===== config.mk =====
export PLATFORM = sky130hd
export DESIGN_NAME = prefix_code_encoder_packer
export DESIGN_NICKNAME = d
export VERILOG_FILES = /design/src/pec_pkg.sv /design/src/pec_table.sv /design/src/pec_packer.sv /design/src/prefix_code_encoder_packer.sv
export SDC_FILE = /design/constraint.sdc
export NUM_CORES = 1
export LEC_CHECK = 0
export ABC_AREA = 1
export BUFFER_PORTS_ARGS = -buffer_cell sky130_fd_sc_hd__buf_2
export CAP_MARGIN = 20
export CORE_MARGIN = 1
export CORE_UTILIZATION = 55
export CTS_CLUSTER_SIZE = 24
export DETAILED_ROUTE_END_ITERATION = 12
export PLACE_DENSITY = 0.82
export SLEW_MARGIN = 0
export SYNTH_ARGS = -nofsm -noshare
export SYNTH_HDL_FRONTEND = slang
export SYNTH_SLANG_ARGS = --single-unit
export TNS_END_PERCENT = 10

===== constraint.sdc =====
create_clock -name i_clk -period 4 [get_ports i_clk]
set_input_delay 0.2 -clock i_clk [delete_from_list [all_inputs] [get_ports i_clk]]
set_output_delay 0.2 -clock i_clk [all_outputs]
set_load 0.01 [all_outputs]

===== src/pec_pkg.sv =====
// Shared types and constants for the prefix code encoder and packer.
`default_nettype none
package pec_pkg;

    localparam int NUM_REGS  = 8;
    localparam int IDX_W     = 3;
    localparam int ENTRY_W   = 21;

    // Entry layout
    localparam int SYM_LSB   = 13;
    localparam int LEN_LSB   = 9;
    localparam int LEN_FLD_W = 4;
    localparam int CODE_FLD_W = 9;

    localparam logic KIND_ENCODE = 1'b0;
    localparam logic KIND_FLUSH  = 1'b1;

    typedef struct packed {
        logic       kind;
        logic [7:0] symbol;
    } t_in_item;

    typedef struct packed {
        logic [7:0] packed_byte;
        logic       stream_end;
        logic [2:0] pad_bits;
        logic       last_of_run;
    } t_out_item;

    typedef struct packed {
        logic               we;
        logic [IDX_W-1:0]   idx;
        logic [ENTRY_W-1:0] data;
    } t_cfg_wr;

endpackage
`default_nettype wire


===== src/pec_table.sv =====
// Code table registers and priority symbol lookup.
`default_nettype none
module pec_table #(
    parameter int TABLE_ENTRIES = 8,
    parameter int MAX_CODE_BITS = 9,
    localparam int LEN_W = $clog2(MAX_CODE_BITS + 1)
) (
    input  wire                      i_clk,
    input  wire                      i_rst_n,
    input  wire pec_pkg::t_cfg_wr    i_cfg,
    input  wire [7:0]                i_symbol,
    output logic                     o_hit,
    output logic [LEN_W-1:0]         o_len,
    output logic [MAX_CODE_BITS-1:0] o_code_aligned
);

    logic [pec_pkg::ENTRY_W-1:0] r_entry [pec_pkg::NUM_REGS];

    // Register writes
    always_ff @(posedge i_clk) begin
        if (!i_rst_n) begin
            for (int i = 0; i < pec_pkg::NUM_REGS; i++) begin
                r_entry[i] <= '0;
            end
        end else if (i_cfg.we) begin
            r_entry[i_cfg.idx] <= i_cfg.data;
        end
    end

    logic [pec_pkg::LEN_FLD_W-1:0]  hit_len_raw;
    logic [pec_pkg::CODE_FLD_W-1:0] hit_code_raw;
    logic [MAX_CODE_BITS-1:0]       masked;
    logic [LEN_W-1:0]               shift_amt;

    // Priority search: scan downward so the lowest matching entry wins
    always_comb begin
        o_hit        = 1'b0;
        hit_len_raw  = '0;
        hit_code_raw = '0;
        for (int i = TABLE_ENTRIES - 1; i >= 0; i--) begin
            if (r_entry[i][pec_pkg::LEN_LSB +: pec_pkg::LEN_FLD_W] != '0 &&
                r_entry[i][pec_pkg::SYM_LSB +: 8] == i_symbol) begin
                o_hit        = 1'b1;
                hit_len_raw  = r_entry[i][pec_pkg::LEN_LSB +: pec_pkg::LEN_FLD_W];
                hit_code_raw = r_entry[i][pec_pkg::CODE_FLD_W-1:0];
            end
        end
    end

    // Saturate length, mask code, left-align it for MSB-first shifting
    always_comb begin
        if (32'(hit_len_raw) > MAX_CODE_BITS) begin
            o_len = LEN_W'(MAX_CODE_BITS);
        end else begin
            o_len = LEN_W'(hit_len_raw);
        end
        for (int j = 0; j < MAX_CODE_BITS; j++) begin
            masked[j] = hit_code_raw[j] & (j < 32'(o_len));
        end
        shift_amt      = LEN_W'(MAX_CODE_BITS) - o_len;
        o_code_aligned = masked << shift_amt;
    end

endmodule
`default_nettype wire


===== src/pec_packer.sv =====
// Bit-serial packer: shifts code bits into the pending byte and emits bytes.
`default_nettype none
module pec_packer #(
    parameter int MAX_CODE_BITS = 9,
    localparam int LEN_W = $clog2(MAX_CODE_BITS + 1)
) (
    input  wire                      i_clk,
    input  wire                      i_rst_n,
    input  wire                      i_in_valid,
    output logic                     o_in_stall,
    input  wire                      i_kind,
    input  wire                      i_hit,
    input  wire [LEN_W-1:0]          i_len,
    input  wire [MAX_CODE_BITS-1:0]  i_code_aligned,
    output logic                     o_out_valid,
    input  wire                      i_out_stall,
    output pec_pkg::t_out_item       o_out_data
);

    localparam logic [1:0] ST_IDLE  = 2'd0;
    localparam logic [1:0] ST_SHIFT = 2'd1;
    localparam logic [1:0] ST_FLUSH = 2'd2;

    logic [1:0]               r_state, n_state;
    logic [6:0]               r_bits, n_bits;
    logic [2:0]               r_cnt, n_cnt;
    logic [MAX_CODE_BITS-1:0] r_code, n_code;
    logic [LEN_W-1:0]         r_left, n_left;
    logic                     r_out_valid, n_out_valid;
    pec_pkg::t_out_item       r_out, n_out;

    logic       accept;
    logic       out_free;
    logic       code_bit;
    logic [2:0] pad;
    logic [7:0] flush_byte;

    assign o_in_stall  = (r_state != ST_IDLE);
    assign accept      = i_in_valid && !o_in_stall;
    assign out_free    = !r_out_valid || !i_out_stall;
    assign code_bit    = r_code[MAX_CODE_BITS-1];
    assign pad         = 3'd0 - r_cnt;
    assign flush_byte  = {1'b0, r_bits} << pad;
    assign o_out_valid = r_out_valid;
    assign o_out_data  = r_out;

    // Sequencer
    always_comb begin
        n_state     = r_state;
        n_bits      = r_bits;
        n_cnt       = r_cnt;
        n_code      = r_code;
        n_left      = r_left;
        n_out       = r_out;
        n_out_valid = r_out_valid && i_out_stall;
        case (r_state)
            ST_IDLE: begin
                if (accept) begin
                    if (i_kind == pec_pkg::KIND_FLUSH) begin
                        if (r_cnt != 3'd0) begin
                            n_state = ST_FLUSH;
                        end
                    end else if (i_hit) begin
                        n_code  = i_code_aligned;
                        n_left  = i_len;
                        n_state = ST_SHIFT;
                    end
                end
            end
            ST_SHIFT: begin
                // a full byte waits for the output register to free up
                if (r_cnt != 3'd7 || out_free) begin
                    n_bits = {r_bits[5:0], code_bit};
                    n_cnt  = r_cnt + 3'd1;
                    n_code = r_code << 1;
                    n_left = r_left - LEN_W'(1);
                    if (r_cnt == 3'd7) begin
                        n_out_valid       = 1'b1;
                        n_out.packed_byte = {r_bits, code_bit};
                        n_out.stream_end  = 1'b0;
                        n_out.pad_bits    = 3'd0;
                        // another byte follows only if eight more bits remain
                        n_out.last_of_run = (32'(r_left) <= 32'd8);
                    end
                    if (r_left == LEN_W'(1)) begin
                        n_state = ST_IDLE;
                    end
                end
            end
            ST_FLUSH: begin
                if (out_free) begin
                    n_out_valid       = 1'b1;
                    n_out.packed_byte = flush_byte;
                    n_out.stream_end  = 1'b1;
                    n_out.pad_bits    = pad;
                    n_out.last_of_run = 1'b1;
                    n_cnt             = 3'd0;
                    n_bits            = '0;
                    n_state           = ST_IDLE;
                end
            end
            default: begin
                n_state = ST_IDLE;
            end
        endcase
    end

    // Control state
    always_ff @(posedge i_clk) begin
        if (!i_rst_n) begin
            r_state     <= ST_IDLE;
            r_cnt       <= 3'd0;
            r_bits      <= '0;
            r_left      <= '0;
            r_out_valid <= 1'b0;
        end else begin
            r_state     <= n_state;
            r_cnt       <= n_cnt;
            r_bits      <= n_bits;
            r_left      <= n_left;
            r_out_valid <= n_out_valid;
        end
    end

    // Payload registers
    always_ff @(posedge i_clk) begin
        r_code <= n_code;
        r_out  <= n_out;
    end

endmodule
`default_nettype wire


===== src/prefix_code_encoder_packer.sv =====
// Top level of the prefix code encoder and bit packer.
//
// Input channel (i_in_valid / o_in_stall / i_in_data) carries items of kind
// encode (a symbol byte) or flush. Each encode item is matched against the
// eight table entries written through the write port (i_cfg_we, i_cfg_idx,
// i_cfg_data); the lowest matching entry with nonzero length wins. Its code
// bits enter the pending byte one bit per clock, MSB first, except that the
// bit that fills a byte waits while the output register still holds a
// stalled byte. No new item is taken until the last code bit is shifted in
// or the flush byte is registered. The shift loop through the pending byte
// sets the bit rate. Output channel (o_out_valid / i_out_stall / o_out_data)
// presents each completed byte from an output register right after the edge
// that shifts in its last bit; a flush byte, padded with zeros and flagged as
// stream end, is registered from the flush state once the output register
// is free. When the receiver stalls, the held byte stays put and shifting
// pauses only when the next byte fills. Reset clears the table, the pending
// byte and all valid flags; the user must write the table only while the
// block is idle, which the block itself does not enforce.
`default_nettype none
module prefix_code_encoder_packer #(
    parameter int TABLE_ENTRIES = 8,
    parameter int MAX_CODE_BITS = 9
) (
    input  wire                                i_clk,
    input  wire                                i_rst_n,
    input  wire                                i_cfg_we,
    input  wire [pec_pkg::IDX_W-1:0]           i_cfg_idx,
    input  wire [pec_pkg::ENTRY_W-1:0]         i_cfg_data,
    input  wire                                i_in_valid,
    output logic                               o_in_stall,
    input  wire pec_pkg::t_in_item             i_in_data,
    output logic                               o_out_valid,
    input  wire                                i_out_stall,
    output pec_pkg::t_out_item                 o_out_data
);

    localparam int LEN_W = $clog2(MAX_CODE_BITS + 1);

    pec_pkg::t_cfg_wr         cfg;
    logic                     hit;
    logic [LEN_W-1:0]         len;
    logic [MAX_CODE_BITS-1:0] code_aligned;

    assign cfg.we   = i_cfg_we;
    assign cfg.idx  = i_cfg_idx;
    assign cfg.data = i_cfg_data;

    // Table and lookup
    pec_table #(
        .TABLE_ENTRIES (TABLE_ENTRIES),
        .MAX_CODE_BITS (MAX_CODE_BITS)
    ) u_table (
        .i_clk          (i_clk),
        .i_rst_n        (i_rst_n),
        .i_cfg          (cfg),
        .i_symbol       (i_in_data.symbol),
        .o_hit          (hit),
        .o_len          (len),
        .o_code_aligned (code_aligned)
    );

    // Serial packer
    pec_packer #(
        .MAX_CODE_BITS (MAX_CODE_BITS)
    ) u_packer (
        .i_clk          (i_clk),
        .i_rst_n        (i_rst_n),
        .i_in_valid     (i_in_valid),
        .o_in_stall     (o_in_stall),
        .i_kind         (i_in_data.kind),
        .i_hit          (hit),
        .i_len          (len),
        .i_code_aligned (code_aligned),
        .o_out_valid    (o_out_valid),
        .i_out_stall    (i_out_stall),
        .o_out_data     (o_out_data)
    );

endmodule
`default_nettype wire

==> results.yml, run 1 <==
clock_network:
  hold_buffers: 0
  post_cts_buffers: 0
  cts_max_path_buffers: 3
  cts.sinks: 207
  numCtsBuffers: 23
  clk_latency_ns: 0.52
  clockRootBuffer: "clkbuf_16"
  cts.clk_slew.worst_paths_ns: 0.06
  cts_tree: "done"
  h-tree-depth: 1
  cts_resized: 0
setup_path:
  crit_start: "u_table.r_entry[2][16]"
  slowest_stage: "edfxtp_1"
  cp-end-kind: "register"
  critPathMostFrequentCell: "nor2_1"
  critPathBufInv: 3
  arrival_ns: 3.83
  start_kind: "register"
  critical_path.max_stage_delay_ns: 0.39
  cp.required_ns: 4.26
  cp_top_family: "simple AND/OR/NAND/NOR gates"
  path_cells: "xnor2_1 > nand2_1 > nor3_4 > nand2_2 > nor2_2 > nand2_1 > o21ai_2 > nor2_1 > a21oi_4 > inv_4 > nor2_1 > inv_1 > ha_1 > xnor2_1 > nor2_1 > inv_2 > nor2_1 > a22oi_1 > o21ai_1"
  criticalPathCategory: "reg -> reg"
  reg2reg_from: "u_table.r_entry[2][16]"
  cp_max_fo: 17
drt:
  dr.max_layer_used: "met4"
  route.met3.wl_um: 2020
  drt-initial-drc-count: 944
  met2_length_um: 12400
  vias: 8432
  drt-pass1-iter-count: 7
  postRouteWirelength_um: 25300
  antenna_left: 0
  wl_per_cell_um: 16.4
  wirelength_met1_um: 10300
  via_per_inst: 5.47
  drc: 0
yosys:
  syn_area_um2: 10900
  seq_area_frac_synth: 0.556
  syn_area_per_cell_um2: 9.00
  synth-xor-area-share: 0.0430
  netlist.area_leader.share: 0.524
  synth_cell_types: 57
  async_flop_share: 0
  synth_top_family_by_area: "simple AND/OR/NAND/NOR gates"
  ys_warn_count: 0
  muxShareOfSynthArea: 0
  synth_compound_area_frac: 0.0703
  ys_ff_latch: 207
  synth_ff_type: "edfxtp_1"
  synth_area_leaders: "edfxtp_1, nand2_1, nor2_1, inv_1, dfxtp_1"
  netlist_instances: 1209
  yosys.area_share.simple: 0.245
  synth_top_area_cell: "edfxtp_1"
  syn_nets: 1257
  synth_edf_count: 190
  synth_fa_ha_area_frac: 0.0115
sta:
  timing.fmax_mhz: 280
  skew_ns: 0.0131
  maxSlewHeadroom: 0.366
  min_period_ns: 3.57
  setup-tns-final_ns: 0
  hold_violations: 0
  drv_slew: 0
  rsz0062_at_grt: "no"
  setup_viol: 0
  period_share: 0.892
  worst_slew_pin_slew_ns: 0.949
global_routing:
  grt_start_max_net_pins: 23
  grt_pass1_vias: 8111
  antenna_found_initial: 0
  grt_pass1_wl_um: 40000
  grt_overflow: 0
  grt_usage: 0.255
power_and_ir_drop:
  ir_worst_vdd_mv: 0.280
  p_int_mw: 4.38
  switching_share: 0.283
  seq_power_share: 0.449
  leakage_nw: 5.20
  power_density_nw_per_um2: 503
  clkPwrFrac: 0.363
  totalPowerFinal_mw: 6.11
  p_switching_mw: 1.73
  pwr-share-comb: 0.189
floorplanning:
  die_y_um: 143
  num_rows: 51
  die_area_um2: 20400
  die_width_um: 143
  start_util: 0.561
  pin_count: 53
  core_area_um2: 19400
placement:
  port-buffer-count: 52
  hpwlAfterDp_um: 17400
  routabilityCongestion: 0.883
  dpl_cell_area_um2: 11400
worst_hold_path:
  hold_path_class: "in -> reg"
  hold_path_startpoint: "i_in_data[8]"
cells_and_area:
  area_delta_synth_final_pct: 11.7
  final_cell_area_um2: 12200
  antennaDiodeCount: 0
  multi_input_comb_area_um2: 4030
  final_common_cell: "nand2_1"
  regArea_um2: 6050
  drive_gt1_frac: 0.120
  most-common-layout-cells: "nand2_1, nor2_1, edfxtp_1"
  fillers: 1561
  nets: 1309
run_status:
  status: "finished, final reports clean"
job:
  max_cap_viol_count: 0
==> per-layer routing <==
| metal | global-route usage | up-vias |
|---|---|---|
| li1 | - | 4045 |
| met1 | 0.337 | 3994 |
| met2 | 0.428 | 351 |
| met3 | 0.0369 | 42 |
| met4 | 0.0934 | 0 |
| met5 | 0 | - |
==> synth_stat cells, types with 6 or more instances <==
cell type	n
or2_1	6
buf_6	9
clkbuf_1	26
nor2_4	6
ha_1	10
o21ai_0	53
dfxtp_1	17
nand2_2	6
a211oi_1	8
xor2_1	12
inv_2	10
xnor2_1	34
nor2_1	234
nand3_1	67
nand2_1	255
nand4_1	8
a21oi_1	30
inv_1	136
edfxtp_1	190
==> worst paths after layout <==
path | to | slack, ns | depth (start not counted)
worst max register to register | u_packer.r_code[4] | 0.43 | 19
worst min register to register | u_packer.r_state[1] | 0.49 | 2
worst max-delay path | u_packer.r_code[4] | 0.43 | 19
worst min-delay path | u_packer.r_state[1] | 0.06 | 5
==> metrics by stage <==
step,std cells,hold slack (ns),setup WS [ns],utilization
finish,1541,0.0623,0.433,0.626
global route,1541,0.0681,0.118,0.626
CTS,1540,0.0470,0.468,0.626
detailed placement,1500,0.483,0.392,0.585
global placement,1500,0.475,0.571,0.585
floorplan,1209,0.338,1.09,-
==> cell families after synthesis <==
family,after synthesis
AOI/OAI and AO/OA,127
xor gates and xnor gates,50
adders and majority gates,10
buffers and inverters,193
DFF,207
and+or+nand+nor,622
==> registers in the layout, summed over array words and instances, names as in the netlist <==
register              cells
u_packer.o_out_valid      1
u_packer.r_state          2
u_packer.r_bits           7
u_packer.o_out_data      13
u_packer.r_cnt            3
u_packer.r_left           4
u_table.r_entry         168
u_packer.r_code           9
==> worst register-to-register path: cells and delay by family, from the launching register on <==
kind	cells	cell delay, ns
AOI/OAI and AO/OA	4	0.60
xor gates and xnor gates	2	0.44
adders and majority gates	1	0.19
buffers and inverters	3	0.30
DFF	1	0.39
and+or+nand+nor	9	1.37
==> cell type report <==
type / count / share of cell area
tap: 265 / 0.0273
inverter: 151 / 0.0468
multi-input combinational: 809 / 0.331
timing repair buffer: 69 / 0.0319
clock inverter: 14 / 0.0167
clock buffer: 26 / 0.0483
sequential: 207 / 0.498
==> power groups by stage <==
stage	Combinational, mW	Clock, mW	Sequential (mW)
after floorplan	0.839	0	2.76
after global placement	1.09	0	2.78
after detailed placement	1.12	0	2.78
after CTS	1.13	2.23	2.74
after global routing	1.29	2.30	2.77
final	1.15	2.22	2.74
No activity file was read; power rests on OpenSTA's default activity.
==> run 2, diff against run 1 <==
Settings changed: CTS_BUF_LIST set to sky130_fd_sc_hd__clkbuf_16, TNS_END_PERCENT 10 to unset.
==> run 2 against run 1 <==
Effect of this change: worst setup slack better by 0.015 ns; final area stayed put; wire length hardly changed; critical endpoint unchanged; power is 0.18% lower; largest cell class unchanged; first-iteration DRC count is 0.42% higher.
==> results.yml, run 2 (same netlist as run 1, synthesis figures left out) <==
clock_network:
  hold_buffers: 0
  h-tree-depth: 1
  cts_max_path_buffers: 3
  cts.clk_slew.worst_paths_ns: 0.06
  cts_tree: "done"
  clk_latency_ns: 0.52
  post_cts_buffers: 0
  clockRootBuffer: "clkbuf_16"
  cts.sinks: 207
  numCtsBuffers: 23
  cts_resized: 0
power_and_ir_drop:
  clkPwrFrac: 0.362
  ir_worst_vdd_mv: 0.280
  pwr-share-comb: 0.188
  seq_power_share: 0.450
  p_switching_mw: 1.73
  switching_share: 0.283
  p_int_mw: 4.37
  power_density_nw_per_um2: 502
  leakage_nw: 5.21
global_routing:
  grt_pass1_wl_um: 40000
  grt_usage: 0.255
  grt_start_max_net_pins: 23
  antenna_found_initial: 0
  grt_overflow: 0
  grt_pass1_vias: 8111
floorplanning:
  die_area_um2: 20400
  core_area_um2: 19400
  pin_count: 53
  start_util: 0.561
  die_y_um: 143
  num_rows: 51
  die_width_um: 143
cells_and_area:
  area_delta_synth_final_pct: 11.7
  multi_input_comb_area_um2: 4030
  most-common-layout-cells: "nand2_1, nor2_1, edfxtp_1"
  drive_gt1_frac: 0.120
  largest_reg_flops: 168
  fillers: 1561
  regMostFlops: "u_table.r_entry"
  regArea_um2: 6050
  antennaDiodeCount: 0
  final_common_cell: "nand2_1"
  nets: 1309
drt:
  wl_per_cell_um: 16.4
  postRouteWirelength_um: 25300
  via_per_inst: 5.46
  drt-pass1-iter-count: 5
  drc: 0
  drt-initial-drc-count: 948
  vias: 8415
  antenna_left: 0
sta:
  holdWs_ns: 0.0639
  min_period_ns: 3.55
  period_share: 0.888
  setup_viol: 0
  worst_slew_pin_slew_ns: 0.938
  setup-tns-final_ns: 0
  skew_ns: 0.0138
  timing.fmax_mhz: 282
  maxSlewHeadroom: 0.373
  drv_slew: 0
  hold_violations: 0
  rsz0062_at_grt: "no"
setup_path:
  criticalPathCategory: "reg -> reg"
  slowest_stage: "edfxtp_1"
  start_kind: "register"
  cp_max_fo: 17
  cp.required_ns: 4.26
  arrival_ns: 3.81
  critPathMostFrequentCell: "nor2_1"
  path_cells: "xnor2_1 > nand2_1 > nor3_4 > nand2_2 > nor2_2 > nand2_1 > o21ai_2 > nor2_1 > a21oi_4 > inv_4 > nor2_1 > inv_1 > ha_1 > xnor2_1 > nor2_1 > inv_2 > nor2_1 > a22oi_1 > o21ai_1"
  critical_path.max_stage_delay_ns: 0.40
  cp-end-kind: "register"
placement:
  hpwlAfterDp_um: 17400
  routabilityCongestion: 0.883
  port-buffer-count: 52
run_status:
  status: "finished, final reports clean"
worst_hold_path:
  hold_path_class: "in -> reg"
job:
  max_cap_viol_count: 0
[run 2: changes by cell type in the layout (fill, tap and decap cells not counted)]
| cell | delta |
|---|---|
| inv_1 | +3 |
| clkbuf_1 | -3 |
[run 2: layout make-up]
class,instances,area share
Inverter,151,0.0468
Clock inverter,17,0.0176
Timing Repair Buffer,69,0.0319
Sequential cell,207,0.498
Tap cell,265,0.0273
Clock buffer,23,0.0474
Multi-Input combinational cell,809,0.331
[run 2: critical path: cells and delay by family, from the launching register on]
family | cells | cell delay (ns)
buffers and inverters | 3 | 0.30
xor gates and xnor gates | 2 | 0.43
AOI/OAI and AO/OA | 4 | 0.59
adders and majority gates | 1 | 0.19
and+or+nand+nor | 9 | 1.37
DFF | 1 | 0.40
[run 2: per-layer routing]
| layer | track usage | vias up | wire length [um] |
|---|---|---|---|
| met5 | 0 | - | 0 |
| met1 | 0.337 | 3967 | 10300 |
| met4 | 0.0934 | 0 | 604 |
| li1 | - | 4047 | - |
| met3 | 0.0369 | 46 | 2060 |
| met2 | 0.428 | 355 | 12400 |
[run 2: worst paths after layout]
| path | start | to | slack, ns | depth (start not counted) |
|---|---|---|---|---|
| worst max register to register | u_table.r_entry[2][16] | u_packer.r_code[4] | 0.45 | 19 |
| worst min register to register | u_packer.r_state[1] | u_packer.r_state[1] | 0.49 | 2 |
| worst min-delay path | i_in_data[8] | u_packer.r_state[1] | 0.06 | 5 |
| worst max-delay path | u_table.r_entry[2][16] | u_packer.r_code[4] | 0.45 | 19 |
[run 2: power groups by stage]
stage	logic, mW	clock network [mW]	registers [mW]
2_1_floorplan	0.839	0	2.76
3_3_place_gp	1.09	0	2.78
3_5_place_dp	1.12	0	2.78
4_1_cts	1.13	2.22	2.74
5_1_grt	1.29	2.29	2.77
6_report	1.15	2.21	2.74
[run 2: through the flow]
step / util / std cells / power [mW] / setup WS [ns] / cell area, um^2
finish: 0.626 / 1541 / 6.10 / 0.448 / 12200
global route: 0.626 / 1541 / 6.35 / 0.118 / 12200
CTS: 0.626 / 1540 / 6.09 / 0.468 / 12100
detailed placement: 0.585 / 1500 / 3.90 / 0.392 / 11400
global placement: 0.585 / 1500 / 3.86 / 0.571 / 11400
floorplan: - / 1209 / 3.60 / 1.09 / 10900
